<file path="src/rtl/tor_pkg.sv">
// Telnet option receiver package: byte codes, phase and action types, and the
// command word passed from front end to back end. No dependencies.
`default_nettype none

package tor_pkg;

   localparam int QUEUE_DEPTH_DEF = 4;

   localparam logic [7:0] B_IAC    = 8'd255;
   localparam logic [7:0] B_DONT   = 8'd254;
   localparam logic [7:0] B_DO     = 8'd253;
   localparam logic [7:0] B_WONT   = 8'd252;
   localparam logic [7:0] B_WILL   = 8'd251;
   localparam logic [7:0] B_DM     = 8'd242;
   localparam logic [7:0] OPT_ECHO = 8'd1;
   localparam logic [7:0] OPT_SGA  = 8'd3;

   localparam logic [1:0] KIND_TERM  = 2'd0;
   localparam logic [1:0] KIND_NET   = 2'd1;
   localparam logic [1:0] KIND_FLUSH = 2'd2;

   typedef enum logic [2:0] {
      PH_DATA = 3'd0,
      PH_IAC  = 3'd1,
      PH_WILL = 3'd2,
      PH_WONT = 3'd3,
      PH_DO   = 3'd4,
      PH_DONT = 3'd5
   } phase_type;

   typedef enum logic [1:0] {
      ACT_TERM  = 2'd0,
      ACT_FLUSH = 2'd1,
      ACT_REPLY = 2'd2
   } action_type;

   typedef struct packed {
      action_type action;
      logic [7:0] data;
      logic [7:0] verb;
      logic       echo;
   } cmd_type;

   typedef struct packed {
      logic full;
      logic empty;
   } q_status_type;

endpackage

`default_nettype wire

</file>
<file path="src/rtl/tor_front.sv">
// Front end: telnet receive phase machine, option marks and echo mode.
// Classifies each byte into a command word. Uses tor_pkg.
`default_nettype none

module tor_front (
   input  wire logic             clock,
   input  wire logic             reset,
   input  wire logic             accept,
   input  wire logic [7:0]       in_byte,
   output tor_pkg::cmd_type      cmd,
   output logic                  cmd_valid
);
   import tor_pkg::*;

   phase_type phase_ff, phase_in;
   logic      en_echo_ff, en_echo_in;
   logic      en_sga_ff, en_sga_in;
   logic      echo_ff, echo_in;

   // only ECHO and SGA can ever be marked enabled; all other marks stay clear
   always_comb begin
      phase_in = phase_ff;
      if (accept) begin
         case (phase_ff)
            PH_IAC: begin
               if (in_byte == B_WILL)      phase_in = PH_WILL;
               else if (in_byte == B_WONT) phase_in = PH_WONT;
               else if (in_byte == B_DO)   phase_in = PH_DO;
               else if (in_byte == B_DONT) phase_in = PH_DONT;
               else                        phase_in = PH_DATA;
            end
            PH_WILL, PH_WONT, PH_DO, PH_DONT: phase_in = PH_DATA;
            default: begin
               phase_in = (in_byte == B_IAC) ? PH_IAC : PH_DATA;
            end
         endcase
      end
   end

   always_comb begin
      logic valid;
      action_type act;
      logic [7:0] verb;
      valid      = 1'b0;
      act        = ACT_TERM;
      verb       = B_DO;
      en_echo_in = en_echo_ff;
      en_sga_in  = en_sga_ff;
      echo_in    = echo_ff;
      case (phase_ff)
         PH_IAC: begin
            if (in_byte == B_DM) begin
               valid = 1'b1;
               act   = ACT_FLUSH;
            end
         end
         PH_WILL: begin
            act = ACT_REPLY;
            if (in_byte == OPT_ECHO) begin
               if (!en_echo_ff) begin
                  valid      = 1'b1;
                  verb       = B_DO;
                  en_echo_in = 1'b1;
                  echo_in    = 1'b0;
               end
            end else if (in_byte == OPT_SGA) begin
               if (!en_sga_ff) begin
                  valid     = 1'b1;
                  verb      = B_DO;
                  en_sga_in = 1'b1;
               end
            end else begin
               valid = 1'b1;
               verb  = B_DONT;
            end
         end
         PH_WONT: begin
            act  = ACT_REPLY;
            verb = B_DONT;
            if (in_byte == OPT_ECHO && en_echo_ff) begin
               valid      = 1'b1;
               en_echo_in = 1'b0;
               echo_in    = 1'b1;
            end else if (in_byte == OPT_SGA && en_sga_ff) begin
               valid     = 1'b1;
               en_sga_in = 1'b0;
            end
         end
         PH_DO: begin
            act   = ACT_REPLY;
            valid = 1'b1;
            if (in_byte == OPT_SGA) begin
               verb = B_WILL;
            end else if (in_byte == OPT_ECHO) begin
               verb       = B_WILL;
               echo_in    = 1'b1;
               en_echo_in = 1'b0;
            end else begin
               verb = B_WONT;
            end
         end
         PH_DONT: valid = 1'b0;
         default: begin
            if (in_byte != B_IAC) begin
               valid = 1'b1;
               act   = ACT_TERM;
            end
         end
      endcase
      cmd_valid  = accept && valid;
      cmd.action = act;
      cmd.data   = (act == ACT_FLUSH) ? 8'd0 : in_byte;
      cmd.verb   = verb;
      cmd.echo   = echo_in;
   end

   always_ff @(posedge clock) begin
      if (reset) begin
         phase_ff   <= PH_DATA;
         en_echo_ff <= 1'b0;
         en_sga_ff  <= 1'b0;
         echo_ff    <= 1'b1;
      end else begin
         phase_ff <= phase_in;
         if (accept) begin
            en_echo_ff <= en_echo_in;
            en_sga_ff  <= en_sga_in;
            echo_ff    <= echo_in;
         end
      end
   end

endmodule

`default_nettype wire

</file>
<file path="src/rtl/tor_queue.sv">
// Command queue between front and back end: small register FIFO.
// Uses tor_pkg for the command word and status struct.
`default_nettype none

module tor_queue #(
   parameter int DEPTH = tor_pkg::QUEUE_DEPTH_DEF
) (
   input  wire logic                 clock,
   input  wire logic                 reset,
   input  wire logic                 push,
   input  wire tor_pkg::cmd_type     push_cmd,
   input  wire logic                 pop,
   output tor_pkg::cmd_type          head,
   output tor_pkg::q_status_type     status
);
   import tor_pkg::*;

   localparam int PW = (DEPTH > 1) ? $clog2(DEPTH) : 1;
   localparam int CW = $clog2(DEPTH + 1);
   localparam logic [PW-1:0] PTR_LAST = PW'(DEPTH - 1);
   localparam logic [CW-1:0] CNT_FULL = CW'(DEPTH);

   cmd_type         mem_ff [DEPTH];
   logic [PW-1:0]   wr_ptr_ff, wr_ptr_in;
   logic [PW-1:0]   rd_ptr_ff, rd_ptr_in;
   logic [CW-1:0]   count_ff, count_in;
   logic            do_push, do_pop;

   assign status.full  = (count_ff == CNT_FULL);
   assign status.empty = (count_ff == '0);
   assign do_push      = push && !status.full;
   assign do_pop       = pop && !status.empty;
   assign head         = mem_ff[rd_ptr_ff];

   always_comb begin
      wr_ptr_in = wr_ptr_ff;
      rd_ptr_in = rd_ptr_ff;
      count_in  = count_ff;
      if (do_push) wr_ptr_in = (wr_ptr_ff == PTR_LAST) ? '0 : wr_ptr_ff + 1'b1;
      if (do_pop)  rd_ptr_in = (rd_ptr_ff == PTR_LAST) ? '0 : rd_ptr_ff + 1'b1;
      if (do_push && !do_pop)      count_in = count_ff + 1'b1;
      else if (!do_push && do_pop) count_in = count_ff - 1'b1;
   end

   always_ff @(posedge clock) begin
      if (do_push) mem_ff[wr_ptr_ff] <= push_cmd;
   end

   always_ff @(posedge clock) begin
      if (reset) begin
         wr_ptr_ff <= '0;
         rd_ptr_ff <= '0;
         count_ff  <= '0;
      end else begin
         wr_ptr_ff <= wr_ptr_in;
         rd_ptr_ff <= rd_ptr_in;
         count_ff  <= count_in;
      end
   end

endmodule

`default_nettype wire

</file>
<file path="src/rtl/tor_back.sv">
// Back end: expands queued commands into result words, three beats for a
// reply, and holds them in the output register. Uses tor_pkg.
`default_nettype none

module tor_back (
   input  wire logic                 clock,
   input  wire logic                 reset,
   input  wire tor_pkg::cmd_type     head,
   input  wire tor_pkg::q_status_type q_status,
   output logic                      pop,
   output logic                      rsp_valid,
   input  wire logic                 rsp_stall,
   output logic [1:0]                rsp_kind,
   output logic [7:0]                rsp_out_byte,
   output logic                      rsp_last,
   output logic                      rsp_echo_local
);
   import tor_pkg::*;

   localparam logic [1:0] BEAT_IAC  = 2'd0;
   localparam logic [1:0] BEAT_VERB = 2'd1;

   logic [1:0] beat_ff, beat_in;
   logic       valid_ff, valid_in;
   logic [1:0] kind_ff, kind_in;
   logic [7:0] byte_ff, byte_in;
   logic       last_ff, last_in;
   logic       echo_ff, echo_in;
   logic       load;

   assign load = !valid_ff || !rsp_stall;

   always_comb begin
      kind_in = KIND_TERM;
      byte_in = head.data;
      last_in = 1'b1;
      echo_in = head.echo;
      case (head.action)
         ACT_FLUSH: begin
            kind_in = KIND_FLUSH;
            byte_in = 8'd0;
         end
         ACT_REPLY: begin
            kind_in = KIND_NET;
            case (beat_ff)
               BEAT_IAC:  byte_in = B_IAC;
               BEAT_VERB: byte_in = head.verb;
               default:   byte_in = head.data;
            endcase
            last_in = (beat_ff != BEAT_IAC) && (beat_ff != BEAT_VERB);
         end
         default: kind_in = KIND_TERM;
      endcase
      valid_in = valid_ff;
      beat_in  = beat_ff;
      pop      = 1'b0;
      if (load) begin
         valid_in = !q_status.empty;
         if (!q_status.empty) begin
            if (last_in) begin
               pop     = 1'b1;
               beat_in = BEAT_IAC;
            end else begin
               beat_in = beat_ff + 1'b1;
            end
         end
      end
   end

   always_ff @(posedge clock) begin
      if (reset) begin
         valid_ff <= 1'b0;
         beat_ff  <= BEAT_IAC;
      end else begin
         valid_ff <= valid_in;
         beat_ff  <= beat_in;
      end
   end

   always_ff @(posedge clock) begin
      if (load) begin
         kind_ff <= kind_in;
         byte_ff <= byte_in;
         last_ff <= last_in;
         echo_ff <= echo_in;
      end
   end

   assign rsp_valid      = valid_ff;
   assign rsp_kind       = kind_ff;
   assign rsp_out_byte   = byte_ff;
   assign rsp_last       = last_ff;
   assign rsp_echo_local = echo_ff;

endmodule

`default_nettype wire

</file>
<file path="src/rtl/telnet_option_receiver_top.sv">
// Telnet option receiver top level: front end, command queue, back end.
// Depends on tor_pkg, tor_front, tor_queue and tor_back.
//
// Takes one network byte per cycle while the command queue has room. Each byte
// gives none, one or three result words; a data byte or flush gives one word, a
// negotiation reply gives three words in turn, paced by the back end's beat
// counter. The first result word passes through the command queue and then the
// back end's output register. Input stalls only when QUEUE_DEPTH commands wait,
// which happens only when replies outpace the back end or the result side stalls.
`default_nettype none

module telnet_option_receiver_top #(
   parameter int QUEUE_DEPTH = tor_pkg::QUEUE_DEPTH_DEF
) (
   input  wire logic       clock,
   input  wire logic       reset,
   input  wire logic       req_valid,
   output logic            req_stall,
   input  wire logic [7:0] req_in_byte,
   output logic            rsp_valid,
   input  wire logic       rsp_stall,
   output logic [1:0]      rsp_kind,
   output logic [7:0]      rsp_out_byte,
   output logic            rsp_last,
   output logic            rsp_echo_local
);
   import tor_pkg::*;

   cmd_type      front_cmd;
   logic         front_valid;
   cmd_type      q_head;
   q_status_type q_status;
   logic         q_pop;
   logic         accept;

   assign req_stall = q_status.full;
   assign accept    = req_valid && !req_stall;

   tor_front u_front (
      .clock     (clock),
      .reset     (reset),
      .accept    (accept),
      .in_byte   (req_in_byte),
      .cmd       (front_cmd),
      .cmd_valid (front_valid)
   );

   tor_queue #(.DEPTH(QUEUE_DEPTH)) u_queue (
      .clock    (clock),
      .reset    (reset),
      .push     (front_valid),
      .push_cmd (front_cmd),
      .pop      (q_pop),
      .head     (q_head),
      .status   (q_status)
   );

   tor_back u_back (
      .clock          (clock),
      .reset          (reset),
      .head           (q_head),
      .q_status       (q_status),
      .pop            (q_pop),
      .rsp_valid      (rsp_valid),
      .rsp_stall      (rsp_stall),
      .rsp_kind       (rsp_kind),
      .rsp_out_byte   (rsp_out_byte),
      .rsp_last       (rsp_last),
      .rsp_echo_local (rsp_echo_local)
   );

endmodule

`default_nettype wire

</file>
<file path="config.mk">
export PLATFORM = sky130hd
export DESIGN_NAME = telnet_option_receiver_top
export DESIGN_NICKNAME = d
export VERILOG_FILES = /design/src/rtl/tor_pkg.sv /design/src/rtl/tor_front.sv /design/src/rtl/tor_queue.sv /design/src/rtl/tor_back.sv /design/src/rtl/telnet_option_receiver_top.sv
export SDC_FILE = /design/constraint.sdc
export NUM_CORES = 1
export LEC_CHECK = 0
export BUFFER_PORTS_ARGS = -buffer_cell sky130_fd_sc_hd__buf_2
export CAP_MARGIN = 5
export CORE_MARGIN = 3
export CORE_UTILIZATION = 45
export CTS_CLUSTER_SIZE = 28
export DETAILED_ROUTE_END_ITERATION = 8
export GPL_TIMING_DRIVEN = 0
export MAX_ROUTING_LAYER = met4
export PLACE_DENSITY = 0.66
export SYNTH_ARGS = -nofsm -noshare
export SYNTH_HDL_FRONTEND = slang
export SYNTH_SLANG_ARGS = --single-unit
</file>
<file path="constraint.sdc">
create_clock -name clock -period 6.5 [get_ports clock]
set_input_delay 0.325 -clock clock [delete_from_list [all_inputs] [get_ports clock]]
set_output_delay 0.325 -clock clock [all_outputs]
set_load 0.02 [all_outputs]
</file>
# Word-level counts from Yosys, hierarchy flattened
# Memories as Yosys holds them, arrays and structs flattened. A register that Yosys moved wholly into a read port is not among the register bits.
# Index checks and enable logic that the tools add are counted.
[totals]
reg_bits = 28
latchBits = 0
ramBits = 76
rom_bits = 0
in_bits = 12
out_inout_bits = 14
word_cells = 132
memories = 1
[memory_table]
columns = ["memory", "depth", "word_bits", "read_ports", "rd_ports_with_merged_regs", "wr", "line", "rtl"]
rows = [
  ["u_queue.mem_ff", 4, 19, 1, 1, 1, "tor_queue.sv:23", "cmd_type mem_ff [DEPTH];"],
]
[op_classes]
add_sub_neg = 5
multipliers = 0
n_div = 0
magnitude_cmp = 0
eq_ne = 30
shifts = 0
n_mux = 55
bitwise = 1
reduce_logical = 27
[ops]
columns = ["cell", "count"]
rows = [
  ["$eq 8x8->1 const B", 6],
  ["$pmux 8 s2", 2],
  ["$mux 1", 29],
  ["$mux 8", 3],
  ["$pmux 8 s3", 1],
  ["$mux 3", 7],
  ["$mux 2", 6],
  ["$ne 2x1->1 const B", 6],
  ["$reduce_and 6->1", 2],
  ["$eq 3x3->1 const B", 3],
  ["$logic_and 1x1->1", 9],
  ["$eq 8x1->1 const B", 1],
  ["$eq 8x2->1 const B", 1],
  ["$ne 8x8->1 const B", 1],
  ["$pmux 2 s2", 2],
  ["$add 2x1->2 const B", 3],
  ["$eq 2x1->1 const B", 3],
  ["$eq 2x2->1 const B", 3],
  ["$eq 3x2->1 const B", 2],
  ["$logic_not 1->1", 6],
  ["$ne 2x2->1 const B", 3],
  ["$pmux 1 s3", 2],
  ["$pmux 3 s2", 1],
  ["$reduce_bool 2->1", 3],
  ["13 further kinds", 13],
]

# Logic depth before layout (Yosys ltp)
[logic_depth]
word_depth = 11
depth_mapped = 13

# Modules after synthesis
# A second synthesis with hierarchy kept.
[unflattened]
hier_cells = 314
area_unflattened_um2 = 4704.5
[by_module_without_submodules]
columns = ["module", "instances", "cells_per_inst", "area_per_inst_um2", "seq_area_each_um2"]
rows = [
  ["tor_queue", 1, 149, 3241.9, 2462.4],
  ["tor_back", 1, 74, 788.3, 420.4],
  ["tor_front", 1, 90, 660.6, 120.1],
  ["telnet_option_receiver_top", 1, 1, 13.8, 0.0],
]

# Worst setup path before layout
# Ideal clock, no wire load.
[synth_path]
kind = "reg-to-reg"
start = "reg with a tool-made name"
end = "reg u_queue.count_ff[2]"
setup_time_ns = 0.071
t_arrival_ns = 3.158
required_time_ns = 6.429
setup_slack_ns = 3.271
path_stages_with_launch = 14
n_path_buf = 2
synth_period_minus_slack_ns = 3.229
path_cell_list = "dfxtp_1 -> clkbuf_1 -> buf_2 -> mux4_2 -> inv_1 -> ha_1 -> o21ai_1 -> nand2_1 -> ha_1 -> inv_1 -> fa_1 -> xor2_1 -> or3_1 -> a21oi_1"
[synth_lines]
columns = ["item", "line", "rtl"]
rows = [
  ["to (signal assigned)", "tor_queue.sv:57", "count_ff <= count_in;"],
  ["to (decl)", "tor_queue.sv:26", "logic [CW-1:0] count_ff, count_in;"],
]

==> run summary <==
Routed Antenna Nets = 0
residual DRC count = 0
Die X = 96.9 microns
Non-Filler Instances = 407
DR vias = 2151
number of cells after detailed placement = 390
postcts setup bufs = 0
max incr delay on CP = 0.57 ns
Synth-to-Final Area Change = 12.7%
Post-synth EDFFs = 68
Startpoint Class = register
Peak Freq = 0.273 GHz
Cells after Synth = 264
Max Slew Vio Count = 0
vias per cell = 5.29
RSZ-0062 raised after global routing = false
CP Data Required Time = 6.78 ns
Sum Neg Setup Slack = 0 ns
clk sink count = 86
Seq/Total Area, Yosys = 64.6%
post-CTS resize count = 0
Die Span Y = 96.9 microns
CTS tree = yes
Post-Syn Area = 0.00372 sq mm
Synth top area share = 54.9%
CP Capture Point = u_queue.count_ff[2]$_SDFFE_PP0P_
most common cell after layout, fill and taps aside = edfxtp_1
leakage = 1.45 nW
GP Congestion = 0.825
Setup violations, final = 0
fin worst setup slack = 2.84 ns
row count = 32
port buffer count = 23
clk buf depth = 2
Synth Register Bits = 86
post-synthesis cell type count = 45
VDD IR max = 136 uV
R2R Setup Slk = 2.84 ns
Hold-fix buffers, CTS = 0
largest net degree at the start of global routing = 16
antenna cells = 0
reg-to-reg endpoint = u_queue.count_ff[2]$_SDFFE_PP0P_
routed length per instance = 16.0 microns
most frequent cells in the layout = 68 x edfxtp_1, 29 x nor2_1, 27 x buf_2, 18 x dfxtp_1, 16 x inv_1
Clock Latency Late Sink = 0.35 ns
largest cells by area after synthesis = edfxtp_1 55%, dfxtp_1 9.7%, mux4_2 8.5%
CTS root buf = clkbuf_8
final WL = 6.50 mm
Top delay family on crit path = buffers and inverters
total power = 0.00161 W
hold depth = 3
Slew HR = 45.0%
Total GRT Usage = 15.7%
Pwr Density = 385 mW/mm^2
initial antenna violation count = 0
CP max FO = 10
Synth area leader = edfxtp_1
ys flop type = edfxtp_1
Initial Util = 47.1%
crit end category = register
slowest stage cell, crit path = mux4_2
first-pass GRT wire length = 11.0 mm
layout cells sized above 1 = 21.6%
Worst-Margin Slew = 0.824 ns
GRT overflow = 0
Worst R2R Path Depth = 13
CTS H-Tree Depth = 3
outcome = finished clean
CTS buffer count = 9
Max-cap violations = 0
ratio of final minimum period to clock period = 56.3%
pre-CTS setup slack = 2.78 ns
Clock Skew = 0.00731 ns
syn_area_per_cell = 14.1 sq um
Clock Pin Slew Worst Setup and Hold Paths = 0.08 ns
final hold violations = 0
critical path cell sequence = clkbuf_1 -> buf_2 -> mux4_2 -> inv_1 -> ha_1 -> o21ai_1 -> nand2_1 -> ha_1 -> inv_1 -> fa_1 -> xor2_1 -> or3_1 -> a21oi_1
Die ar. = 0.00939 sq mm
cell count along the critical path = 13
syn_nets = 287
iteration-0 DRC count of the detailed router = 128
Crit Path Class = register to register
Nets = 324
TritonRoute pass-1 iters = 4
Synth async-reset ratio = 0%
crit path time final = 3.66 ns
Core Area = 0.00789 sq mm
DP HPWL = 4.58 mm
vias in the first global route = 2164
CP arrival = 3.95 ns
Synth warnings = 0
Min-Delay Path Class = primary input to register
Worst Path Buf+Inv = 4
I/O Pins = 26
[power by group]
part           switching, W  total (W)  internal (W)
combinational      0.000291   0.000506      0.000215
sequential        0.0000322   0.000741      0.000709
clock              0.000187   0.000365      0.000178
total              0.000511    0.00161       0.00110
[metal layers]
| metal | routed length (microns) | vias up | global-route usage, % |
|---|---|---|---|
| met5 | 0 | - | - |
| met4 | 93 | 0 | 8.42 |
| met3 | 212 | 7 | 2.60 |
| met2 | 3100 | 40 | 23.5 |
| met1 | 3090 | 1043 | 20.6 |
| li1 | - | 1061 | - |
[worst min path at each step]
stage,start,to,slack (ns)
floorplan,u_queue.rd_ptr_ff[1]$_SDFFE_PP0P_,register,0.45
global placement,u_queue.rd_ptr_ff[1]$_SDFFE_PP0P_,u_queue.rd_ptr_ff[1]$_SDFFE_PP0P_,0.47
detailed placement,u_queue.rd_ptr_ff[1]$_SDFFE_PP0P_,register,0.48
CTS,req_in_byte[3],u_front.phase_ff[1]$_SDFFE_PP0P_,0.31
global route,req_in_byte[0],u_queue.mem_ff[3][9]$_DFFE_PP_,0.33
finish,req_in_byte[3],u_front.phase_ff[1]$_SDFFE_PP0P_,0.32
[sequential cells by signal, indices dropped and copies added, names as in the netlist, named ones only]
register and count:
u_queue.mem_ff 56, u_back.rsp_out_byte 8, u_front.phase_ff 3, u_queue.count_ff 3
u_back.beat_ff 2, u_back.rsp_kind 2, u_queue.rd_ptr_ff 2, u_queue.wr_ptr_ff 2
u_back.rsp_echo_local 1, u_back.rsp_last 1, u_back.rsp_valid 1, u_front.echo_ff 1
u_front.en_echo_ff 1, u_front.en_sga_ff 1
[through the flow]
step / instance area (sq um) / hold slack (ns) / util, %
6_report: 4190 / 0.317 / 53.1
5_1_grt: 4190 / 0.334 / 53.1
4_1_cts: 4170 / 0.312 / 52.8
3_5_place_dp: 3970 / 0.483 / 50.4
3_3_place_gp: 3960 / 0.468 / 50.2
2_1_floorplan: 3720 / 0.454 / -
[synthesized netlist by cell type, types with 3 or more instances]
| library cell | count |
|---|---|
| edfxtp_1 | 68 |
| nor2_1 | 30 |
| dfxtp_1 | 18 |
| inv_1 | 16 |
| mux4_2 | 14 |
| nand2_1 | 12 |
| ha_1 | 10 |
| a21oi_1 | 9 |
| clkbuf_1 | 9 |
| nor3_1 | 8 |
| nand2b_1 | 7 |
| and2_1 | 5 |
| buf_2 | 4 |
| mux2i_1 | 4 |
| o21ai_0 | 4 |
| nand3_1 | 3 |
| o21a_1 | 3 |
| o22a_1 | 3 |
[tightest hold or removal path: stages]
cell and delay (ns):
buf_2 0.14, nand4_1 0.09, a21oi_1 0.07
[logic make-up (layout without fill, tap and decap cells)]
kind of cell	after synthesis	count (layout)	synth area share, %
buffers and inverters	30	71	3.36
AND/OR/NAND/NOR	81	81	11.2
AO/OA/AOI/OAI	34	34	6.22
multiplexers	19	19	9.96
adder cells (fa/ha/maj)	11	11	3.90
XOR/XNOR	3	3	0.707
flip-flops	86	86	64.6
[cell type report]
type / instances / area, sq um
plain buffers: 14 / 65.1
fillers: 657 / 3700
clock buffers: 9 / 124
flip-flops and latches: 86 / 2400
clock inverters: 6 / 71.3
inverters: 16 / 60.1
well taps: 102 / 128
repair buffers: 26 / 145
multi-input cells: 148 / 1190
Note: power is estimated with default switching activity, not from simulation.
